<file path="src/rtl/core/imx_pkg.sv">
// shared types, command codes and the source-to-enable map of the interrupt mux pair
package imx_pkg;

	localparam int WORD_BITS           = 32;
	localparam int TAB_MUXES           = 2;
	localparam int SOURCES_PER_MUX_DEF = 32;
	localparam int MUX_COUNT_DEF       = 2;

	// commands
	localparam logic [3:0] CMD_EVENT    = 4'd0;
	localparam logic [3:0] CMD_MASK     = 4'd1;
	localparam logic [3:0] CMD_UNMASK   = 4'd2;
	localparam logic [3:0] CMD_DISABLE  = 4'd3;
	localparam logic [3:0] CMD_W1C      = 4'd4;
	localparam logic [3:0] CMD_WR_EN    = 4'd5;
	localparam logic [3:0] CMD_READ     = 4'd6;
	localparam logic [3:0] CMD_DISPATCH = 4'd7;
	localparam logic [3:0] CMD_ACK      = 4'd8;

	// result codes
	localparam logic [1:0] RC_OK     = 2'd0;
	localparam logic [1:0] RC_UNUSED = 2'd1;
	localparam logic [1:0] RC_RSVD   = 2'd2;

	// map entry marks
	localparam logic [7:0] ENT_UNUSED = 8'hFF;
	localparam logic [7:0] ENT_RSVD   = 8'hFE;

	localparam logic [7:0] ENABLE_MAP [TAB_MUXES][WORD_BITS] = '{
		'{ENT_UNUSED, ENT_UNUSED, ENT_RSVD, 8'd3, ENT_UNUSED, 8'd5, ENT_RSVD, ENT_RSVD,
		  8'd7, ENT_RSVD, 8'd10, 8'd11, 8'd12, 8'd6, 8'd14, 8'd15,
		  ENT_UNUSED, ENT_UNUSED, ENT_UNUSED, 8'd19, 8'd20, 8'd21, 8'd22, 8'd28,
		  8'd24, ENT_UNUSED, 8'd26, 8'd27, ENT_UNUSED, 8'd29, ENT_UNUSED, ENT_UNUSED},
		'{ENT_UNUSED, ENT_RSVD, 8'd2, ENT_UNUSED, ENT_UNUSED, 8'd5, ENT_UNUSED, ENT_RSVD,
		  8'd8, ENT_RSVD, ENT_UNUSED, 8'd11, 8'd12, 8'd13, ENT_UNUSED, ENT_UNUSED,
		  ENT_UNUSED, ENT_UNUSED, ENT_UNUSED, 8'd19, 8'd20, ENT_RSVD, ENT_RSVD, ENT_RSVD,
		  ENT_RSVD, ENT_UNUSED, ENT_UNUSED, ENT_UNUSED, ENT_UNUSED, 8'd29, 8'd30, 8'd31}
	};

	typedef struct packed {
		logic [3:0]  command;
		logic        mux_select;
		logic [4:0]  source_bit;
		logic [31:0] write_data;
		logic [31:0] line_levels;
	} in_beat_t;

	typedef struct packed {
		logic [5:0]  source_number;
		logic        found;
		logic        last;
		logic [1:0]  result_code;
		logic [31:0] status_word;
		logic [31:0] enable_word;
		logic [31:0] stuck_mask;
		logic [1:0]  parent_irq;
	} out_beat_t;

	// sequencer to register bank
	typedef struct packed {
		logic     exec;
		in_beat_t item;
	} bank_req_t;

	// register bank to sequencer
	typedef struct packed {
		logic        present;
		logic [1:0]  code;
		logic [31:0] stuck;
		logic [31:0] live_sel;
		logic [31:0] status_word;
		logic [31:0] enable_word;
		logic [1:0]  parent_irq;
	} bank_rsp_t;

	function automatic logic [7:0] map_entry(input logic mux, input logic [4:0] bit_pos);
		map_entry = ENABLE_MAP[mux][bit_pos];
	endfunction

endpackage

</file>
<file path="src/rtl/core/imx_bank.sv">
// status, enable and serviced registers of both muxes with their update unit
module imx_bank #(
	parameter int SOURCES_PER_MUX = imx_pkg::SOURCES_PER_MUX_DEF,
	parameter int MUX_COUNT       = imx_pkg::MUX_COUNT_DEF
) (
	input  logic              clk,
	input  logic              arst_n,
	input  imx_pkg::bank_req_t req,
	output imx_pkg::bank_rsp_t rsp
);
	localparam int SCAN_BITS = (SOURCES_PER_MUX < imx_pkg::WORD_BITS) ?
		SOURCES_PER_MUX : imx_pkg::WORD_BITS;

	logic [31:0] status_q   [imx_pkg::TAB_MUXES];
	logic [31:0] enable_q   [imx_pkg::TAB_MUXES];
	logic [31:0] serviced_q [imx_pkg::TAB_MUXES];
	logic [31:0] live       [imx_pkg::TAB_MUXES];

	logic        sel;
	logic        present;
	logic [7:0]  entry;
	logic [31:0] cur_status, cur_enable, cur_serviced;
	logic [31:0] nxt_status, nxt_enable, nxt_serviced;
	logic [31:0] stuck;
	logic [31:0] src_bit, en_bit;
	logic [1:0]  code;
	logic [1:0]  parent;

	assign sel     = req.item.mux_select;
	assign present = (MUX_COUNT > 1) || !sel;
	assign entry   = imx_pkg::map_entry(sel, req.item.source_bit);

	// live sources: latched and mapped enable set
	always_comb begin
		logic [7:0] e;
		for (int m = 0; m < imx_pkg::TAB_MUXES; m++) begin
			for (int b = 0; b < imx_pkg::WORD_BITS; b++) begin
				e = imx_pkg::ENABLE_MAP[m][b];
				live[m][b] = (m < MUX_COUNT) && (b < SCAN_BITS) && status_q[m][b] &&
					(e < 8'(imx_pkg::WORD_BITS)) && enable_q[m][e[4:0]];
			end
		end
	end

	assign cur_status   = status_q[sel];
	assign cur_enable   = enable_q[sel];
	assign cur_serviced = serviced_q[sel];
	assign stuck        = (present && req.item.command == imx_pkg::CMD_ACK) ?
		(cur_status & cur_serviced) : '0;
	assign src_bit      = 32'd1 << req.item.source_bit;
	assign en_bit       = 32'd1 << entry[4:0];

	always_comb begin
		nxt_status   = cur_status;
		nxt_enable   = cur_enable;
		nxt_serviced = cur_serviced;
		code         = imx_pkg::RC_OK;
		case (req.item.command)
			imx_pkg::CMD_EVENT: begin
				nxt_status = cur_status | req.item.line_levels;
			end
			imx_pkg::CMD_MASK: begin
				nxt_status = cur_status & ~src_bit;
			end
			imx_pkg::CMD_UNMASK, imx_pkg::CMD_DISABLE: begin
				if (!present || entry == imx_pkg::ENT_UNUSED) begin
					code = imx_pkg::RC_UNUSED;
				end else if (entry >= 8'(imx_pkg::WORD_BITS)) begin
					code = imx_pkg::RC_RSVD;
				end else if (req.item.command == imx_pkg::CMD_UNMASK) begin
					nxt_enable = cur_enable | en_bit;
				end else begin
					nxt_enable = cur_enable & ~en_bit;
				end
			end
			imx_pkg::CMD_W1C: begin
				nxt_status = cur_status & ~req.item.write_data;
			end
			imx_pkg::CMD_WR_EN: begin
				nxt_enable = req.item.write_data;
			end
			imx_pkg::CMD_DISPATCH: begin
				nxt_serviced = live[sel];
			end
			imx_pkg::CMD_ACK: begin
				nxt_status   = cur_status & ~stuck;
				nxt_serviced = '0;
			end
			default: begin
			end
		endcase
	end

	always_ff @(posedge clk or negedge arst_n) begin
		if (!arst_n) begin
			for (int m = 0; m < imx_pkg::TAB_MUXES; m++) begin
				status_q[m]   <= '0;
				enable_q[m]   <= '0;
				serviced_q[m] <= '0;
			end
		end else if (req.exec && present) begin
			status_q[sel]   <= nxt_status;
			enable_q[sel]   <= nxt_enable;
			serviced_q[sel] <= nxt_serviced;
		end
	end

	always_comb begin
		for (int m = 0; m < 2; m++) begin
			parent[m] = (m < imx_pkg::TAB_MUXES) ? |live[m] : 1'b0;
		end
	end

	assign rsp.code        = code;
	assign rsp.parent_irq  = parent;
	assign rsp.present     = present;
	assign rsp.stuck       = stuck;
	assign rsp.live_sel    = present ? live[sel] : '0;
	assign rsp.status_word = present ? cur_status : '0;
	assign rsp.enable_word = present ? cur_enable : '0;

endmodule

</file>
<file path="src/rtl/core/imx_ctrl.sv">
// sequencer: item register, bit-serial dispatch scan and result register
module imx_ctrl #(
	parameter int SOURCES_PER_MUX = imx_pkg::SOURCES_PER_MUX_DEF
) (
	input  logic               clk,
	input  logic               arst_n,
	input  logic               in_valid,
	output logic               in_ready,
	input  imx_pkg::in_beat_t  in_data,
	output logic               out_valid,
	input  logic               out_ready,
	output imx_pkg::out_beat_t out_data,
	output imx_pkg::bank_req_t req,
	input  imx_pkg::bank_rsp_t rsp
);
	localparam int SCAN_BITS = (SOURCES_PER_MUX < imx_pkg::WORD_BITS) ?
		SOURCES_PER_MUX : imx_pkg::WORD_BITS;
	localparam int CNT_W = (SCAN_BITS > 1) ? $clog2(SCAN_BITS) : 1;
	localparam logic [5:0] SRC_BASE = 6'(SOURCES_PER_MUX % 64);

	localparam logic [1:0] ST_IDLE   = 2'd0;
	localparam logic [1:0] ST_EXEC   = 2'd1;
	localparam logic [1:0] ST_REPORT = 2'd2;
	localparam logic [1:0] ST_SCAN   = 2'd3;

	logic [1:0]         state_q;
	imx_pkg::in_beat_t  item_q;
	logic [1:0]         code_q;
	logic [31:0]        stuck_q;
	logic [31:0]        served_q;
	logic [CNT_W-1:0]   cnt_q;
	logic               out_valid_q;
	imx_pkg::out_beat_t out_q;

	logic        out_free;
	logic        hit;
	logic [31:0] hit_bit;
	logic [31:0] rest;
	logic        load;
	imx_pkg::out_beat_t beat;

	assign in_ready = (state_q == ST_IDLE);
	assign out_free = !out_valid_q || out_ready;
	assign hit_bit  = 32'd1 << 5'(cnt_q);
	assign hit      = |(served_q & hit_bit);
	assign rest     = served_q & ~hit_bit;

	assign req.exec = (state_q == ST_EXEC);
	assign req.item = item_q;

	// result beat built from the state after the update
	always_comb begin
		beat.status_word = rsp.status_word;
		beat.enable_word = rsp.enable_word;
		beat.parent_irq  = rsp.parent_irq;
		if (state_q == ST_SCAN) begin
			beat.source_number = (item_q.mux_select ? SRC_BASE : 6'd0) + 6'(cnt_q);
			beat.found         = 1'b1;
			beat.last          = (rest == '0);
			beat.result_code   = imx_pkg::RC_OK;
			beat.stuck_mask    = '0;
		end else begin
			beat.source_number = '0;
			beat.found         = 1'b0;
			beat.last          = 1'b1;
			beat.result_code   = code_q;
			beat.stuck_mask    = stuck_q;
		end
	end

	assign load = out_free && ((state_q == ST_REPORT) || (state_q == ST_SCAN && hit));

	always_ff @(posedge clk or negedge arst_n) begin
		if (!arst_n) begin
			state_q <= ST_IDLE;
			cnt_q   <= '0;
		end else begin
			case (state_q)
				ST_IDLE: begin
					if (in_valid) begin
						state_q <= ST_EXEC;
					end
				end
				ST_EXEC: begin
					cnt_q <= '0;
					if (item_q.command == imx_pkg::CMD_DISPATCH && rsp.live_sel != '0) begin
						state_q <= ST_SCAN;
					end else begin
						state_q <= ST_REPORT;
					end
				end
				ST_REPORT: begin
					if (out_free) begin
						state_q <= ST_IDLE;
					end
				end
				ST_SCAN: begin
					if (!hit || out_free) begin
						cnt_q <= cnt_q + 1'b1;
						if (hit && rest == '0) begin
							state_q <= ST_IDLE;
						end
					end
				end
				default: begin
					state_q <= ST_IDLE;
				end
			endcase
		end
	end

	// payload registers
	always_ff @(posedge clk) begin
		if (in_valid && in_ready) begin
			item_q <= in_data;
		end
		if (state_q == ST_EXEC) begin
			code_q   <= rsp.code;
			stuck_q  <= rsp.stuck;
			served_q <= (item_q.command == imx_pkg::CMD_DISPATCH) ? rsp.live_sel : '0;
		end else if (state_q == ST_SCAN && load) begin
			served_q <= rest;
		end
		if (load) begin
			out_q <= beat;
		end
	end

	always_ff @(posedge clk or negedge arst_n) begin
		if (!arst_n) begin
			out_valid_q <= 1'b0;
		end else if (load) begin
			out_valid_q <= 1'b1;
		end else if (out_ready) begin
			out_valid_q <= 1'b0;
		end
	end

	assign out_valid = out_valid_q;
	assign out_data  = out_q;

endmodule

</file>
<file path="src/rtl/core/interrupt_mux_with_mapped_enables.sv">
// top level of the interrupt mux pair: sequencer plus register bank
// first result beat: after the update, or on dispatch when the scan hits the lowest serviced bit
// other commands, and a dispatch that finds nothing: accept, update, report, then the next item
// dispatch: after the update the scan walks the status bits up to the highest serviced bit,
//   which lies below SOURCES_PER_MUX (capped at 32); a stalled result beat holds the scan
// reset: arst_n clears status, enable and serviced words of every mux and idles the sequencer
module interrupt_mux_with_mapped_enables #(
	parameter int SOURCES_PER_MUX = imx_pkg::SOURCES_PER_MUX_DEF,
	parameter int MUX_COUNT       = imx_pkg::MUX_COUNT_DEF
) (
	input  logic               clk,
	input  logic               arst_n,
	input  logic               in_valid,
	output logic               in_ready,
	input  imx_pkg::in_beat_t  in_data,
	output logic               out_valid,
	input  logic               out_ready,
	output imx_pkg::out_beat_t out_data
);
	// request from the sequencer (update strobe plus held item) and bank view back
	imx_pkg::bank_req_t req;
	imx_pkg::bank_rsp_t rsp;

	// sequencer: holds one item, runs update then report, or the dispatch scan
	imx_ctrl #(
		.SOURCES_PER_MUX(SOURCES_PER_MUX)
	) u_ctrl (
		.clk      (clk),
		.arst_n   (arst_n),
		.in_valid (in_valid),
		.in_ready (in_ready),
		.in_data  (in_data),
		.out_valid(out_valid),
		.out_ready(out_ready),
		.out_data (out_data),
		.req      (req),
		.rsp      (rsp)
	);

	// register bank: w1c status latch, enable word, serviced set, live and parent irq
	imx_bank #(
		.SOURCES_PER_MUX(SOURCES_PER_MUX),
		.MUX_COUNT      (MUX_COUNT)
	) u_bank (
		.clk   (clk),
		.arst_n(arst_n),
		.req   (req),
		.rsp   (rsp)
	);

`ifndef NO_ASSERTIONS
	// one item at a time: ready drops right after an accepted beat
	assert property (@(posedge clk) disable iff (!arst_n)
		in_valid && in_ready |=> !in_ready)
		else $error("accepted a beat while busy");

	// a not-found beat closes its item and names no source
	assert property (@(posedge clk) disable iff (!arst_n)
		out_valid && !out_data.found |-> out_data.last && out_data.source_number == 6'd0)
		else $error("not-found beat malformed");

	// dispatched sources carry neither an error code nor a stuck mask
	assert property (@(posedge clk) disable iff (!arst_n)
		out_valid && out_data.found |->
			out_data.result_code == imx_pkg::RC_OK && out_data.stuck_mask == '0)
		else $error("dispatch beat carries code or stuck bits");

	// the sequencer never idles while a new result still has to be produced
	assert property (@(posedge clk) disable iff (!arst_n)
		in_valid && in_ready |-> ##2 (out_valid || !in_ready))
		else $error("item produced no result");
`endif

endmodule
</file>
<file path="config.mk">
export PLATFORM = sky130hd
export DESIGN_NAME = interrupt_mux_with_mapped_enables
export DESIGN_NICKNAME = d
export VERILOG_FILES = /design/src/rtl/core/imx_pkg.sv /design/src/rtl/core/imx_bank.sv /design/src/rtl/core/imx_ctrl.sv /design/src/rtl/core/interrupt_mux_with_mapped_enables.sv
export SDC_FILE = /design/constraint.sdc
export NUM_CORES = 1
export LEC_CHECK = 0
export BUFFER_PORTS_ARGS = -buffer_cell sky130_fd_sc_hd__buf_2
export CORE_MARGIN = 2
export CORE_UTILIZATION = 30
export DETAILED_ROUTE_END_ITERATION = 7
export PLACE_DENSITY = 0.48
export SYNTH_ARGS = -nofsm -noshare
export SYNTH_HDL_FRONTEND = slang
export SYNTH_SLANG_ARGS = --single-unit
</file>
<file path="constraint.sdc">
create_clock -name clk -period 8.2 [get_ports clk]
set_input_delay 2.46 -clock clk [delete_from_list [all_inputs] [get_ports clk]]
set_output_delay 2.46 -clock clk [all_outputs]
set_load 0.02 [all_outputs]
</file>
# ---- After elaboration in Yosys (flattened, before gate mapping)
# Index checks and enable logic that the tools add are counted.
dict set report totals {
  reg_bits 448
  input_bits 78
  out_inout_bits 110
  wordCells 169
}
dict set report classes {
  n_addsub 2
  n_lt_le_gt_ge 4
  n_eq_ne 15
  shifts 3
  muxes 47
  bitwise_logic 17
  reduce_logical 55
}
# operator n
set ops {}
lappend ops {{$mux 32} 20}
lappend ops {{$mux 256} 2}
lappend ops {{$mux 241} 1}
lappend ops {{$and 32x32->32} 7}
lappend ops {{$bwmux 64} 3}
lappend ops {{$not 32->32} 5}
lappend ops {{$pmux 32 s2} 2}
lappend ops {{$pmux 32 s4} 1}
lappend ops {{$shl 1x5->32 const A} 3}
lappend ops {{$or 32x32->32} 2}
lappend ops {{$bmux 8 s5} 1}
lappend ops {{$logic_and 1x1->1} 36}
lappend ops {{$demux 32 s1} 1}
lappend ops {{$logic_not 32->1} 1}
lappend ops {{$reduce_bool 32->1} 1}
lappend ops {{$reduce_or 32->1} 1}
lappend ops {{$reduce_or 18->1} 1}
lappend ops {{$mux 8} 2}
lappend ops {{$eq 4x3->1 const B} 3}
lappend ops {{$reduce_or 11->1} 1}
lappend ops {{$mux 2} 5}
lappend ops {{$pmux 5 s2} 1}
lappend ops {{$eq 4x2->1 const B} 2}
lappend ops {{$eq 8x8->1 const B} 1}
lappend ops {{28 further kinds} 40}

# ---- Logic depth before layout (Yosys ltp)
dict set report depth {
  ltp_word 15
  depth_mapped 11
}

# ---- Cells and area by module
# From an unflattened synthesis, not the netlist that was laid out.
dict set report hier_totals {
  hier_cells 1861
  area_unflattened_um2 20858.8
}
# mod instances cells_per_inst area_per_inst_um2 seq_area_each_um2
set by_module_without_submodules {}
lappend by_module_without_submodules {imx_bank 1 1298 11237.0 4804.6}
lappend by_module_without_submodules {imx_ctrl 1 563 9621.7 7647.3}

# ---- Worst setup path before layout
# Ideal clock, no wire load.
dict set report synth_timing {
  path_type {input -> register}
  from {in out_ready}
  to {reg u_ctrl.out_q (netlist bit u_ctrl.out_data[0]), enable pin}
  setup_ps 576
  arrival_time_ps 7198
  required_time_ps 7624
  slack_ps 427
  path_stages 3
  cell_sequence {nand2b_1 nand2_1 nor2_1}
}
dict set report synth_via {
  elab_chain_len 2
}
# element line_no
set synth_rtl {}
lappend synth_rtl {{start, declared} interrupt_mux_with_mapped_enables.sv:17} ;# input logic out_ready,
lappend synth_rtl {{$logic_or 1x1->1} imx_ctrl.sv:43} ;# assign out_free = !out_valid_q || out_ready;
lappend synth_rtl {{$logic_and 1x1->1} imx_ctrl.sv:71} ;# assign load = out_free && ((state_q == ST_REPORT) || (state_q == ST_SCAN && hit));
lappend synth_rtl {{via u_ctrl.load} imx_ctrl.sv:39} ;# logic load;
lappend synth_rtl {{end signal, assigned} imx_ctrl.sv:125} ;# out_q <= beat;
lappend synth_rtl {{end, declared} imx_ctrl.sv:33} ;# imx_pkg::out_beat_t out_q;
# The timed path passes the listed nets, and every way through them passes these cells.
# A chain may end at the register's enable or synchronous reset.

# ---- Worst setup path after layout
dict set report layout_timing {
  from {reg u_ctrl.cnt_q[2]}
  to {reg u_ctrl.out_q (netlist bit u_ctrl.out_data[62]), enable pin}
}
dict set report layout_via {
  elab_chain_len 6
}
# element line_no
set layout_rtl {}
lappend layout_rtl {{start, declared} imx_ctrl.sv:31} ;# logic [CNT_W-1:0] cnt_q;
lappend layout_rtl {{start signal, assigned} imx_ctrl.sv:99} ;# cnt_q <= cnt_q + 1'b1;
lappend layout_rtl {{$shl 1x5->32} imx_ctrl.sv:44} ;# assign hit_bit = 32'd1 << 5'(cnt_q);
lappend layout_rtl {{$and 32x32->32} imx_ctrl.sv:45} ;# assign hit = |(served_q & hit_bit);
lappend layout_rtl {{$reduce_or 32->1} imx_ctrl.sv:45}
lappend layout_rtl {{$logic_and 1x1->1} imx_ctrl.sv:71}
lappend layout_rtl {{$logic_or 1x1->1} imx_ctrl.sv:71}
lappend layout_rtl {{$logic_and 1x1->1} imx_ctrl.sv:71}
lappend layout_rtl {{via u_ctrl.load} imx_ctrl.sv:39}
# The timed path passes the listed nets, and every way through them passes these cells.

==> key figures <==
Finish
  – Highest-count cells in the layout ignoring fill and taps: edfxtp_1 (248), dfrtp_1 (200), nand2_1 (187)
  – Final net count: 2019
  – Most common cell after layout, fill and taps aside: edfxtp_1
  – Fraction of layout instances using a drive strength above 1: 23.6%
  – Area Overhead vs Synth: 17.3%
  – Finished Layout Cells: 2853
  – Fill count: 6771

CTS
  – Post-CTS Setup Inserts: 0
  – CTS tree: yes
  – Post_cts resized: 0
  – H-tree depth: 2
  – Clock root buffer: clkbuf_16
  – Num CTS Buffers: 51
  – Skew-Pair Late Insertion Delay: 610 ps
  – CTS Sinks: 448
  – Reg clk slew, reported paths: 60 ps
  – Hold Buf Count CTS: 0
  – CTS Buffer Depth: 3

Setup path
  – Critical path type: reg2reg
  – Crit path to: u_ctrl.out_data[62]
  – CP startpoint kind: flop
  – Worst setup path start: u_ctrl.cnt_q[2]
  – Crit Reg-Reg Endpoint: u_ctrl.out_data[62]
  – FF-to-FF setup slack: 4230 ps
  – Max stage delay on crit path: 870 ps
  – WP data arrival: 4190 ps
  – Crit path required time: 8420 ps
  – Crit path max fanout: 60
  – Worst reg2reg path depth: 8
  – Crit Reg-Reg Startpoint: u_ctrl.cnt_q[2]
  – CP max stage cell: dfrtp_1
  – Crit path cell chain: ha_1 > a21o_1 > a31oi_1 > o221a_2 > o2111ai_1 > nor2_1 > nor2_4 > buf_4
  – Setup crit end kind: flop

Timing
  – Tcrit/Tclk final: 48.4%
  – RSZ-0062 raised after global routing: false
  – Fin. max-slew vios: 0
  – Final hold violation count: 0
  – Max-slew headroom: 21.8%
  – Final Skew: 29.7 ps
  – Fin crit period: 3970 ps
  – Peak Freq: 252 MHz
  – Finish-stage setup viols: 0
  – Fin Setup TNS: 0 ps
  – Worst Max-Slew Pin Slew: 1170 ps

Place
  – I/O Buffers: 187
  – Routability congestion estimate from global placement: 0.905
  – Dpl hpwl: 48.0 mm
  – Placed Instances: 2756

Routing
  – DRC Markers: 0
  – DRT Pass-1 Iters: 5
  – Vias: 15500
  – Drt initial violations: 1311
  – DR vias/cell: 5.43
  – Drt total wl: 70.2 mm
  – Wirelength per Cell: 24.6 um
  – Routed Antenna Nets: 0

Run status
  – Outcome: finished, final reports clean

Logic synthesis
  – Yosys reg bits: 448
  – Synth warn: 0
  – Top cell type by total area after synthesis: edfxtp_1
  – FFs w/ async S/R, synth: 44.6%
  – Synthesized area per cell: 11.7 um^2
  – Top_reg_cell synth: edfxtp_1
  – Synth Net Count: 1865
  – Cell count after synthesis: 1773
  – Post-synthesis sequential area ratio: 60.2%
  – Post-synth EDFFs: 248
  – Top cells by area, synth: edfxtp_1 (36%), dfrtp_1 (24%), mux2_2 (5.5%)
  – Netlist Area Pre-Place: 20700 um^2
  – Post-synth cell types: 93
  – Synth top area share: 36.0%

Pwr
  – Net Sw Power: 3.50 mW
  – Power share of the combinational group: 32.4%
  – Worst VDD drop: 216 uV
  – Clk pwr share: 25.2%
  – Leakage Power: 9.28 nW
  – Sequential power share: 42.4%
  – Switching Share: 37.8%
  – Internal power: 5.74 mW
  – Power density over the cells: 381 nW/um^2

Floorplanning
  – Die height: 267 um
  – Initial Utilization: 30.2%
  – Placeable Area: 68500 um^2
  – Die width: 267 um
  – Total I/O pin count: 188
  – DIE AREA: 71000 um^2
  – Std-Cell Rows: 96

Flow run
  – Max-cap viol count: 0

GRT
  – First-pass GRT wire length: 104 mm
  – Largest net degree at the start of global routing: 135
  – Total grt overflow: 0
  – GRT Total Usage: 19.5%
  – Initial antenna violation count: 2
  – Vias in the first global route: 15300

Worst hold path
  – Hold WC Path Type: reg2reg
[area by class of cell]
type	count	area (um^2)	area share (%)
clock buffer	66	1380	5.71
clock inverter	30	319	1.32
sequential	448	12500	51.3
timing repair buffer	221	1210	5.00
tap	882	1100	4.55
multi-input combinational	1188	7720	31.8
antenna	1	2.50	0.0103
inverter	17	63.8	0.263
[cells in the mapped netlist, drive strengths merged (8+ instances only)]
master and n:
edfxtp 248, dfrtp 200, nand2 190, nor2 121, o21ai 116, mux2 103, nand3 84, a21oi 81
and2 81, clkbuf 74, buf 46, a31oi 41, a221oi 37, a21o 21, nor2b 20, nand4 19
ha 14, inv 14, mux2i 14, o21bai 13, a22oi 12, nor3 12, o21ba 12, o311ai 12
a32oi 11, nand2b 11, nor4 11, and3 9, o211ai 9, o22ai 9, a41oi 8, o22a 8
o31ai 8
[power by group through the flow]
stage	clock [mW]	sequential, mW	combinational, mW
floorplan	0	4.14	1.64
global placement	0	3.93	2.97
detailed placement	0	3.95	3.00
CTS	2.38	3.91	3.02
global route	2.46	3.99	3.26
finish	2.33	3.92	3.00
[worst max-delay path: cells and delay by family, from the launching register on]
family	cells	cell delay, ps
AOI/OAI and AO/OA	4	1210
DFF	1	870
buffers and inverters	1	610
adders and majority gates	1	410
and+or+nand+nor	2	360
[kinds of logic after synthesis]
family                     share of synthesized area [%]
buffers and inverters                               2.80
adders and majority gates                          0.847
AOI/OAI and AO/OA                                   15.3
xor gates and xnor gates                          0.0847
and+or+nand+nor                                     14.3
DFF                                                 60.2
muxes                                               6.41
[metal layers]
metal	wire, um	up-vias	share of wire, %	global-route usage [%]
li1	-	6955	-	-
met1	32100	7925	46	27.5
met2	33000	514	47	31.5
met3	3320	92	4.7	2.44
met4	1780	0	2.5	5.47
met5	0	-	0	0
[worst min path at each step]
| stage | depth (start not counted) | slack, ps | to | start |
|---|---|---|---|---|
| 3_5_place_dp | 2 | 470 | u_bank.enable_q[6] | u_bank.enable_q[6] |
| 5_1_grt | 1 | 500 | u_bank.serviced_q[60] | u_bank.serviced_q[60] |
| 6_report | 2 | 480 | u_bank.status_q[33] | u_bank.status_q[33] |
| 2_1_floorplan | 2 | 440 | u_bank.status_q[33] | u_bank.status_q[33] |
| 4_1_cts | 2 | 480 | u_bank.enable_q[6] | u_bank.enable_q[6] |
| 3_3_place_gp | 2 | 460 | u_bank.status_q[41] | u_bank.status_q[41] |
[sequential cells by signal, indices dropped and copies added, names as in the netlist]
register           flops
u_ctrl.stuck_q        32
u_ctrl.code_q          2
u_ctrl.out_data      108
u_bank.serviced_q     64
u_bank.enable_q       64
u_ctrl.cnt_q           5
u_ctrl.state_q         2
u_ctrl.served_q       32
u_ctrl.req            74
u_bank.status_q       64
u_ctrl.out_valid       1
[through the flow]
| stage | cell area (um^2) | setup slack [ps] | utilization [%] | total power, mW | hold WS, ps |
|---|---|---|---|---|---|
| 2_1_floorplan | 20700 | 427 | - | 5.78 | 442 |
| 3_3_place_gp | 22500 | 4030 | 32.9 | 6.90 | 455 |
| 3_5_place_dp | 22500 | 3980 | 32.9 | 6.95 | 465 |
| 4_1_cts | 24300 | 4240 | 35.4 | 9.32 | 479 |
| 5_1_grt | 24300 | 3920 | 35.4 | 9.71 | 497 |
| 6_report | 24300 | 4230 | 35.4 | 9.24 | 482 |
No activity file was read; power rests on OpenSTA's default activity.
